**src/rtl/core/sstf_pkg.sv**
```systemverilog
`default_nettype none

package sstf_pkg;

    localparam int TRACK_W = 16;
    localparam int TOTAL_W = 22;
    localparam int SCOUNT_W = 7;

    // Operation codes on the request channel
    localparam logic OP_SET_HEAD = 1'b0;
    localparam logic OP_ADD_REQ  = 1'b1;

    typedef enum logic [1:0] {
        ST_IDLE,
        ST_SCAN,
        ST_EMIT
    } t_state;

    // Candidate handed from cell to cell during a scan
    typedef struct packed {
        logic               found;
        logic [TRACK_W-1:0] seek;
        logic [TRACK_W-1:0] track;
    } t_cand;

    // Broadcast control from the sequencer to every cell
    typedef struct packed {
        logic               load;
        logic               clear;
        logic [TRACK_W-1:0] head;
        logic [TRACK_W-1:0] data;
    } t_cell_ctl;

endpackage

`default_nettype wire

```
**src/rtl/core/sstf_cell.sv**
```systemverilog
`default_nettype none

module sstf_cell
    import sstf_pkg::*;
#(
    parameter int IDX_W    = 6,
    parameter int CELL_IDX = 0
) (
    input  wire logic             i_clk,
    input  wire logic             i_rst_n,
    input  wire t_cell_ctl        i_ctl,
    input  wire logic [IDX_W-1:0] i_wr_idx,
    input  wire logic [IDX_W-1:0] i_clr_idx,
    input  wire t_cand            i_cand,
    input  wire logic [IDX_W-1:0] i_cand_idx,
    output t_cand                 o_cand,
    output logic [IDX_W-1:0]      o_cand_idx
);

    localparam logic [IDX_W-1:0] MY_IDX = IDX_W'(CELL_IDX);

    logic [TRACK_W-1:0] r_track;
    logic               r_pending;
    logic               r_found;
    logic [TRACK_W-1:0] r_best_seek;
    logic [TRACK_W-1:0] r_best_track;
    logic [IDX_W-1:0]   r_cand_idx;

    logic [TRACK_W-1:0] seek;
    logic               take;
    t_cand              n_cand;
    logic [IDX_W-1:0]   n_cand_idx;
    logic               n_pending;

    always_comb begin
        seek = (i_ctl.head >= r_track) ? (i_ctl.head - r_track) : (r_track - i_ctl.head);
        // strict compare: an earlier slot wins a tie
        take = r_pending && (!i_cand.found || (seek < i_cand.seek));
        if (take) begin
            n_cand.found = 1'b1;
            n_cand.seek  = seek;
            n_cand.track = r_track;
            n_cand_idx   = MY_IDX;
        end else begin
            n_cand     = i_cand;
            n_cand_idx = i_cand_idx;
        end
        n_pending = r_pending;
        if (i_ctl.clear && (i_clr_idx == MY_IDX)) begin
            n_pending = 1'b0;
        end
        if (i_ctl.load && (i_wr_idx == MY_IDX)) begin
            n_pending = 1'b1;
        end
    end

    always_ff @(posedge i_clk) begin
        if (!i_rst_n) begin
            r_pending <= 1'b0;
            r_found   <= 1'b0;
        end else begin
            r_pending <= n_pending;
            r_found   <= n_cand.found;
        end
    end

    always_ff @(posedge i_clk) begin
        if (i_ctl.load && (i_wr_idx == MY_IDX)) begin
            r_track <= i_ctl.data;
        end
        r_best_seek  <= n_cand.seek;
        r_best_track <= n_cand.track;
        r_cand_idx   <= n_cand_idx;
    end

    assign o_cand.found = r_found;
    assign o_cand.seek  = r_best_seek;
    assign o_cand.track = r_best_track;
    assign o_cand_idx   = r_cand_idx;

endmodule

`default_nettype wire

```
**config.mk**
```make
export PLATFORM = sky130hd
export DESIGN_NAME = sstf_cell
export DESIGN_NICKNAME = d
export VERILOG_FILES = /design/src/rtl/core/sstf_pkg.sv /design/src/rtl/core/sstf_cell.sv
export SDC_FILE = /design/constraint.sdc
export NUM_CORES = 1
export LEC_CHECK = 0
export BUFFER_PORTS_ARGS = -buffer_cell sky130_fd_sc_hd__buf_2
export CAP_MARGIN = 25
export CORE_MARGIN = 1.5
export CORE_UTILIZATION = 45
export DETAILED_ROUTE_END_ITERATION = 8
export PLACE_DENSITY = 0.74
export SKIP_CTS_REPAIR_TIMING = 1
export SYNTH_ARGS = -nofsm -noshare
export SYNTH_HDL_FRONTEND = slang
export SYNTH_SLANG_ARGS = --single-unit
```
**constraint.sdc**
```tcl
create_clock -name i_clk -period 11.1 [get_ports i_clk]
set_input_delay 0.555 -clock i_clk [delete_from_list [all_inputs] [get_ports i_clk]]
set_output_delay 0.555 -clock i_clk [all_outputs]
set_load 0.01 [all_outputs]
```
==> results.sh, run 1 <==
export IMPL_final_setup_skew_ps=7.24
export IMPL_synth_area_um2=3970
export IMPL_rows=34
export IMPL_hpwl_um=7910
export IMPL_antenna_found_initial=0
export IMPL_cts_sinks=56
export IMPL_n_antenna_cell=0
export IMPL_hold_violations=0
export IMPL_syn_inst=442
export IMPL_critPathCaptureType="register"
export IMPL_insertion_delay_ps=320
export IMPL_worstPathArrival_ps=5540
export IMPL_core_um2=8640
export IMPL_period_minus_slack_ps=5300
export IMPL_ys_seq_elements=56
export IMPL_post_route_period_util_pct=47.8
export IMPL_avgSynthCellArea_um2=8.97
export IMPL_gr_total_overflow=0
export IMPL_die_h_um=96.9
export IMPL_crit_type="reg -> reg"
export IMPL_drt_iter0_drc=163
export IMPL_cts_buffers=5
export IMPL_synth_top_family_by_area="compound AO/OA/AOI/OAI gates"
export IMPL_fill_cells=833
export IMPL_hp_class="in -> reg"
export IMPL_post_route_drc_count=0
export IMPL_wl_met1_um=4690
export IMPL_layout_commonest_cell="buf_2"
export IMPL_die_area_um2=9390
export IMPL_first_pass_iters=4
export IMPL_ir_drop_v=0.0000461
export IMPL_slowest_stage="a311oi_2"
export IMPL_wl_met2_um=4670
export IMPL_setup_slack_ps=5800
export IMPL_cts_clk_slew_worst_paths_ps=100
export IMPL_path_cells="ha_1 -> a21oi_1 -> o21ai_2 -> a311oi_2 -> nand2_2 -> a211oi_1 -> nor2_1 -> xor2_1 -> ha_1 -> a211oi_1 -> o21ai_0 -> a211oi_1 -> o21ai_0 -> or2_2 -> or4_1 -> o211ai_1"
export IMPL_synth_edf_count=16
export IMPL_gp_congestion=0.912
export IMPL_cp_max_fo=48
export IMPL_synth_xor_area_share_pct=2.65
export IMPL_synthesis_nets=577
export IMPL_slew_violations=0
export IMPL_rsz0062_at_grt="no"
export IMPL_whs_ps=407
export IMPL_first_global_vias=3517
export IMPL_critPathMaxStageDelay_ps=680
export IMPL_die_width_um=96.9
export IMPL_p_leak_nw=2.44
export IMPL_setup_violations=0
export IMPL_status="completed"
export IMPL_via_per_inst=5.42
export IMPL_synth_compound_area_share_pct=24.0
export IMPL_drv_cap=0
export IMPL_clk_path_buf_depth=2
export IMPL_synth_warnings=0
export IMPL_required_ps=11330
export IMPL_slew_headroom_pct=45.0
export IMPL_wl_met3_um=477
export IMPL_post_drt_wl_per_cell_um=15.0
export IMPL_synth_fa_ha_area_share_pct=15.5
export IMPL_initial_core_util_pct=45.9
export IMPL_io_buffers=125
export IMPL_wl_um=9930
export IMPL_cp_common_cell="a211oi_1"
export IMPL_drive_gt1_share_pct=28.8
export IMPL_antenna_left=0
export IMPL_final_cell_mix="buf_2 (125), inv_1 (51), ha_1 (46)"
export IMPL_synthFlopType="dfxtp_1"
export IMPL_root_buffer="clkbuf_8"
export IMPL_synthSimpleGateAreaFrac_pct=13.6
export IMPL_grt_pass1_wl_um=16400
export IMPL_placed_area_um2=4630
export IMPL_worst_slew_pin_slew_ps=826
export IMPL_synthMuxAreaShare_pct=3.94
export IMPL_tritoncts="yes"
export IMPL_dpl_worst_slack_ps=5580
export IMPL_finalNetCount=690
export IMPL_powerDensity_nw_per_um2=101
export IMPL_area_delta_synth_final_pct=19.5
export IMPL_synthArstFlopShare_pct=0
export IMPL_fmax_mhz=189
export IMPL_synth_seq_area_share_pct=32.3
export IMPL_io_pins=126
export IMPL_setup_tns_ps=0
export IMPL_stdcell_area_um2=4740
export IMPL_synth_cell_types=66
export IMPL_start_kind="register"
export IMPL_track_usage_pct=21.1
export IMPL_vias=3602
export IMPL_grt_max_degree=49
export IMPL_htreeDepth=2
export IMPL_top_layer_used="met4"
==> sequential cells by signal, summed over array words and instances (netlist names) <==
signal	count
r_track	16
r_found	1
r_best_track	16
r_pending	1
r_best_seek	16
o_cand_idx	6
==> cells by family (layout without fill, tap and decap cells) <==
logic type	count (synthesis)	in the layout
AOI/OAI and AO/OA	134	134
and+or+nand+nor	106	106
buffers and inverters	72	186
DFF	56	56
adders and majority gates	48	48
muxes	14	14
xor gates and xnor gates	12	12
==> report_power, final <==
group	switching (W)	total [W]	internal [W]	leakage, nW
Clock	0.0000702	0.000137	0.0000671	0.0585
Sequential	0.00000188	0.000220	0.000218	0.481
Combinational	0.0000667	0.000121	0.0000541	1.90
==> area by class of cell <==
| class | instances | area, µm² | share of cell area, % |
|---|---|---|---|
| timing repair buffer | 127 | 644 | 13.6 |
| tap | 108 | 135 | 2.85 |
| multi-input combinational | 314 | 2380 | 50.2 |
| inverter | 51 | 191 | 4.04 |
| clock buffer | 5 | 68.8 | 1.45 |
| clock inverter | 3 | 41.3 | 0.871 |
| sequential | 56 | 1280 | 27.0 |
==> critical path, delay by kind of cell (launching register included) <==
kind / cells / cell delay [ps]
AOI/OAI and AO/OA: 9 / 2340
xor gates and xnor gates: 1 / 170
adders and majority gates: 2 / 770
DFF: 1 / 420
and+or+nand+nor: 4 / 1520
==> path summary, 6_finish.rpt <==
check,startpoint,endpoint,slack [ps],depth (start not counted)
hold reg to reg,r_track[15],r_best_track[15],550,2
setup reg to reg,r_track[9],r_best_seek[9],5800,16
hold / removal,i_ctl[1],r_track[1],410,1
setup / recovery,r_track[9],r_best_seek[9],5800,16
==> layer usage <==
| metal | up-vias | GRT usage, % |
|---|---|---|
| met5 | - | 0 |
| met4 | 0 | 5.02 |
| met3 | 8 | 2.89 |
| met2 | 107 | 35.1 |
| met1 | 1682 | 28.9 |
| li1 | 1805 | - |
==> Yosys cell counts (5+ instances only) <==
cell / n / area, µm²
mux2_2: 9 / 101
ha_1: 46 / 576
dfxtp_1: 40 / 801
and2_1: 10 / 62.6
buf_6: 5 / 56.3
xor2_1: 8 / 70.1
a21oi_1: 25 / 125
inv_1: 51 / 191
a21o_1: 20 / 150
o21a_1: 7 / 52.6
nor3_1: 6 / 30.0
nor2_1: 19 / 71.3
a211oi_1: 6 / 45.0
o211ai_1: 9 / 67.6
nand3_1: 7 / 35.0
and3_1: 8 / 50.1
clkbuf_1: 13 / 48.8
nand2_1: 31 / 116
edfxtp_1: 16 / 480
o21ai_0: 27 / 135
==> through the flow <==
stage / total power, W / cells / util, %
final: 0.000478 / 664 / 54.9
after global routing: 0.000503 / 664 / 54.9
after CTS: 0.000481 / 664 / 54.9
after detailed placement: 0.000344 / 656 / 53.6
after global placement: 0.000341 / 655 / 53.5
after floorplan: 0.000303 / 442 / -
Note: power is estimated with default switching activity, not from simulation.
==> run 2, diff against run 1 <==
ABC_AREA = 1   (was unset)
PLACE_DENSITY = 0.73   (was 0.74)
clock period = 5.24 ns   (was 11.1 ns; I/O delays follow)
==> results.sh, run 2 <==
export IMPL_vias=4160
export IMPL_synthArstFlopShare_pct=0
export IMPL_clk_path_buf_depth=2
export IMPL_ys_seq_elements=56
export IMPL_tritoncts="yes"
export IMPL_yosysTopAreaCell="nand2_1"
export IMPL_die_width_um=101
export IMPL_n_antenna_cell=0
export IMPL_setup_violations=0
export IMPL_first_pass_iters=5
export IMPL_finalNetCount=898
export IMPL_layout_commonest_cell="nand2_1"
export IMPL_synthesis_nets=778
export IMPL_slew_violations=0
export IMPL_placedCellCount=885
export IMPL_hpwl_um=8780
export IMPL_hp_class="in -> reg"
export IMPL_setup_tns_ps=0
export IMPL_ir_drop_v=0.0000997
export IMPL_drive_gt1_share_pct=20.9
export IMPL_synth_edf_count=16
export IMPL_powerDensity_nw_per_um2=192
export IMPL_rows=35
export IMPL_track_usage_pct=20.7
export IMPL_synth_top_area_share_pct=20.8
export IMPL_insertion_delay_ps=310
export IMPL_initial_core_util_pct=46.5
export IMPL_synthFlopType="dfxtp_1"
export IMPL_synth_area_um2=4300
export IMPL_antenna_found_initial=0
export IMPL_critPathCaptureType="register"
export IMPL_io_buffers=125
export IMPL_via_per_inst=4.66
export IMPL_synth_seq_area_share_pct=29.8
export IMPL_drv_cap=0
export IMPL_antenna_left=0
export IMPL_required_ps=5500
export IMPL_worst_slew_pin_slew_ps=548
export IMPL_final_cell_mix="nand2_1 (238), buf_2 (125), inv_1 (123)"
export IMPL_fin_cells=893
export IMPL_cts_sinks=56
export IMPL_gr_total_overflow=0
export IMPL_post_route_period_util_pct=71.5
export IMPL_drt_iter0_drc=177
export IMPL_die_h_um=101
export IMPL_area_delta_synth_final_pct=18.3
export IMPL_cp_max_fo=25
export IMPL_hold_violations=0
export IMPL_status="completed"
export IMPL_synth_warnings=0
export IMPL_grt_pass1_wl_um=16800
export IMPL_worstPathArrival_ps=4000
export IMPL_syn_inst=643
export IMPL_cts_clk_slew_worst_paths_ps=100
export IMPL_grt_max_degree=30
export IMPL_rsz0062_at_grt="no"
export IMPL_synth_cell_types=35
export IMPL_p_leak_nw=3.04
export IMPL_fill_cells=942
export IMPL_crit_type="reg -> reg"
export IMPL_first_global_vias=3766
export IMPL_reg_top3="r_best_seek x16, r_best_track x16, r_track x16"
export IMPL_core_um2=9240
export IMPL_die_area_um2=10100
export IMPL_htreeDepth=2
export IMPL_synth_most_common_cell="nand2_1"
export IMPL_synthTopCellsByArea="nand2_1 (21%), dfxtp_1 (19%), ha_1 (13%)"
export IMPL_io_pins=126
export IMPL_slew_headroom_pct=63.5
export IMPL_avgSynthCellArea_um2=6.68
export IMPL_root_buffer="clkbuf_8"
export IMPL_post_route_drc_count=0
export IMPL_gp_congestion=0.854
export IMPL_final_setup_skew_ps=9.70
export IMPL_cts_buffers=5
export IMPL_fmax_mhz=267
export IMPL_synth_common_cells="nand2_1 (238), inv_1 (123), ha_1 (46)"
export IMPL_period_minus_slack_ps=3750
export IMPL_post_drt_wl_per_cell_um=11.5
export IMPL_wl_um=10300
export IMPL_start_kind="register"
[run 2: cell types whose count changed in the layout (fill, tap and decap cells not counted), sizes merged, moves of 6 or more]
cell,change
o21a,-6
o211ai,-9
nor2,+9
mux2,-10
and3,-8
nand3,+37
a211oi,-6
nand2,+212
a21o,-20
inv,+75
and2,-8
[run 2: power by group]
part / internal, W / switching (W) / total [W]
clock: 0.000108 / 0.000135 / 0.000243
combinational: 0.000111 / 0.000158 / 0.000269
sequential: 0.000462 / 0.00000405 / 0.000466
total: 0.000681 / 0.000297 / 0.000978
[run 2: kinds of logic (layout without fill, tap and decap cells)]
logic type | count (synthesis) | after routing | share of synthesized area [%]
and+or+nand+nor | 331 | 331 | 32.9
buffers and inverters | 142 | 263 | 13.8
DFF | 56 | 56 | 29.8
AOI/OAI and AO/OA | 54 | 54 | 6.70
adders and majority gates | 48 | 48 | 14.3
xor gates and xnor gates | 12 | 12 | 2.45
[run 2: final timing paths]
| path | start | to | slack (ps) | depth (start not counted) |
|---|---|---|---|---|
| worst max register to register | r_track[0] | r_best_seek[7] | 1490 | 24 |
| worst max-delay path | r_track[0] | r_best_seek[7] | 1490 | 24 |
| worst min register to register | r_pending | r_found | 530 | 2 |
| worst min-delay path | i_ctl[11] | r_track[11] | 120 | 1 |
[run 2: stage by stage]
step	utilization, %	total power [W]	instance area (µm²)	worst slack, ps	hold slack (ps)
3_3_place_gp	54.1	0.000740	5000	1580	438
2_1_floorplan	-	0.000658	4300	2150	361
5_1_grt	55.0	0.00105	5090	958	95.7
6_report	55.0	0.000978	5090	1490	117
4_1_cts	55.0	0.000994	5090	1460	108
3_5_place_dp	54.1	0.000747	5000	1420	440
[run 2: layout make-up]
cell class                      instances  area [µm²]  area share, %
Timing Repair Buffer                  128         648           12.7
Clock buffer                            8        90.1           1.77
Tap cell                              129         161           3.17
Sequential cell                        56        1280           25.2
Multi-Input combinational cell        445        2430           47.7
Inverter                              127         477           9.37
[run 2: layer usage]
metal  track usage [%]  share of wire (%)  vias to the layer above
li1                  -                  -                     2193
met1              27.4                 47                     1845
met2              36.0                 47                      116
met3              2.91                5.0                        6
met4              4.01               0.64                        0
met5                 0                  0                        -
[run 2: critical path, stage by stage (launching register included)]
cell	delay [ps]
edfxtp_1	360
ha_1	160
inv_1	60
fa_1	430
nand3_1	110
nand3_2	100
nand2_1	100
nand3_2	110
a21oi_2	480
nand3_1	130
nand2_1	110
inv_1	40
ha_1	280
nand2_1	60
inv_1	30
o21ai_0	160
nand2_1	80
nor2_1	110
nand2_1	60
nand2_1	60
nand2_1	70
buf_4	220
inv_2	230
nand2_1	80
nand2_1	60
==> run 3, diff against run 2 <==
ABC_AREA = 0   (was 1)
PLACE_DENSITY = 0.74   (was 0.73)
clock period = 3.5 ns   (was 5.24 ns; I/O delays follow)
==> results.sh, run 3 (synthesis results as in run 1) <==
export IMPL_status="finished, violations left"
export IMPL_violations="negative setup slack"
export IMPL_met2_usage_pct=39.8
export IMPL_clk_path_buf_depth=2
export IMPL_cts_clk_slew_worst_paths_ps=110
export IMPL_setup_slack_ps=-778
export IMPL_post_drt_wl_per_cell_um=14.4
export IMPL_ir_drop_v=0.000168
export IMPL_first_global_vias=3976
export IMPL_hpwl_um=9100
export IMPL_area_delta_synth_final_pct=49.1
export IMPL_die_h_um=96.9
export IMPL_comb_power_share_pct=32.2
export IMPL_hp_class="in -> reg"
export IMPL_clockPowerShare_pct=25.0
export IMPL_reg_top3="r_best_seek x16, r_best_track x16, r_track x16"
export IMPL_p_int_w=0.00115
export IMPL_rrSetupSlack_ps=-780
export IMPL_rsz0062_at_grt="yes"
export IMPL_p_leak_nw=3.05
export IMPL_layout_commonest_cell="buf_2"
export IMPL_period_minus_slack_ps=4280
export IMPL_grt_pass1_wl_um=18100
export IMPL_first_pass_iters=4
export IMPL_via_per_inst=5.12
export IMPL_rows=34
export IMPL_met3_usage_pct=3.54
export IMPL_core_um2=8640
export IMPL_start_kind="register"
export IMPL_antenna_left=0
export IMPL_die_width_um=96.9
export IMPL_worst_slew_pin_slew_ps=447
export IMPL_crit_path_start="r_track[0]"
export IMPL_insertion_delay_ps=320
export IMPL_hold_violations=0
export IMPL_initial_core_util_pct=45.9
export IMPL_reg2reg_depth=18
export IMPL_timing_rr_start="r_track[0]"
export IMPL_hp_start="i_ctl[7]"
export IMPL_vias=3980
export IMPL_post_route_drc_count=0
export IMPL_drv_cap=0
export IMPL_slew_headroom_pct=70.2
export IMPL_grt_busiest_layer="met2"
export IMPL_timing_rr_end="r_best_seek[11]"
export IMPL_antenna_found_initial=0
export IMPL_slew_violations=0
export IMPL_final_cell_mix="buf_2 (125), buf_4 (109), inv_1 (50)"
export IMPL_finalNetCount=803
export IMPL_fin_util_pct=68.5
export IMPL_fmax_mhz=234
export IMPL_track_usage_pct=23.4
export IMPL_multi_input_area_um2=2670
export IMPL_n_antenna_cell=0
export IMPL_drive_gt1_share_pct=46.5
export IMPL_p_sw_share_pct=29.8
export IMPL_critPathCaptureType="register"
export IMPL_dpl_worst_slack_ps=-936
export IMPL_io_buffers=125
export IMPL_grt_max_degree=27
export IMPL_drt_iter0_drc=101
export IMPL_gp_congestion=0.911
export IMPL_io_pins=126
export IMPL_setup_violations=38
export IMPL_switchingPower_w=0.000485
export IMPL_hold_depth=1
export IMPL_setup_tns_ps=-27530
export IMPL_root_buffer="clkbuf_8"
export IMPL_required_ps=3710
export IMPL_crit_path_end="r_best_seek[11]"
export IMPL_tritoncts="yes"
export IMPL_fill_cells=705
export IMPL_globalRouteMet1Util_pct=31.6
export IMPL_htreeDepth=2
export IMPL_final_setup_skew_ps=7.97
export IMPL_cts_sinks=56
export IMPL_post_route_period_util_pct=122
export IMPL_powerDensity_nw_per_um2=276
export IMPL_cp_max_fo=6
export IMPL_wl_um=11200
export IMPL_seqPwrFrac_pct=42.8
export IMPL_worstPathArrival_ps=4480
export IMPL_gr_total_overflow=0
export IMPL_die_area_um2=9390
export IMPL_crit_type="reg -> reg"
export IMPL_cts_buffers=5
export IMPL_ff_latch_area_um2=1280
## run 3: stage by stage
stage	area [µm²]	hold slack, ps	total power [W]	std cells
global route	5920	4.85	0.00171	777
CTS	5670	20.1	0.00160	772
global placement	5570	352	0.00118	764
finish	5920	21.5	0.00163	777
floorplan	4120	274	0.000978	442
detailed placement	5570	353	0.00120	764
## run 3: final cells by class
| cell class | count | share of cell area [%] |
|---|---|---|
| clock buffer | 7 | 1.65 |
| clock inverter | 1 | 0.0846 |
| inverter | 51 | 3.24 |
| multi-input combinational | 314 | 45.2 |
| sequential | 56 | 21.7 |
| tap | 108 | 2.28 |
| timing repair buffer | 240 | 25.9 |
## run 3: how the worst min path moves through the flow
| stage | endpoint | slack (ps) |
|---|---|---|
| after floorplan | r_track[0] | 270 |
| after global placement | r_track[13] | 350 |
| after detailed placement | r_track[7] | 350 |
| after CTS | r_track[7] | 20 |
| after global routing | r_track[9] | 5 |
| final | r_track[7] | 20 |
## run 3: worst max-delay path, cell delays in order (launching register included)
cell,delay [ps]
edfxtp_1,360
ha_2,180
inv_2,50
fa_2,380
nand3_2,110
a31oi_4,130
o311a_4,360
buf_6,130
or4_4,470
a32oi_2,230
xnor2_2,100
ha_2,310
nor2_1,30
a211o_1,330
a2111oi_4,440
or2_4,260
buf_6,110
a2111o_1,100
o211ai_1,90
## run 3: routing by layer
layer | vias up | routed length (µm)
li1 | 2027 | -
met1 | 1830 | 5390
met2 | 109 | 5200
met3 | 14 | 454
met4 | 0 | 155
met5 | - | 0
## run 3: power groups by stage
stage               Sequential (W)  Clock (W)  Combinational (W)
floorplan                 0.000727          0           0.000250
global placement          0.000712          0           0.000472
detailed placement        0.000713          0           0.000483
CTS                       0.000698   0.000416           0.000485
global route              0.000700   0.000437           0.000575
finish                    0.000698   0.000408           0.000525
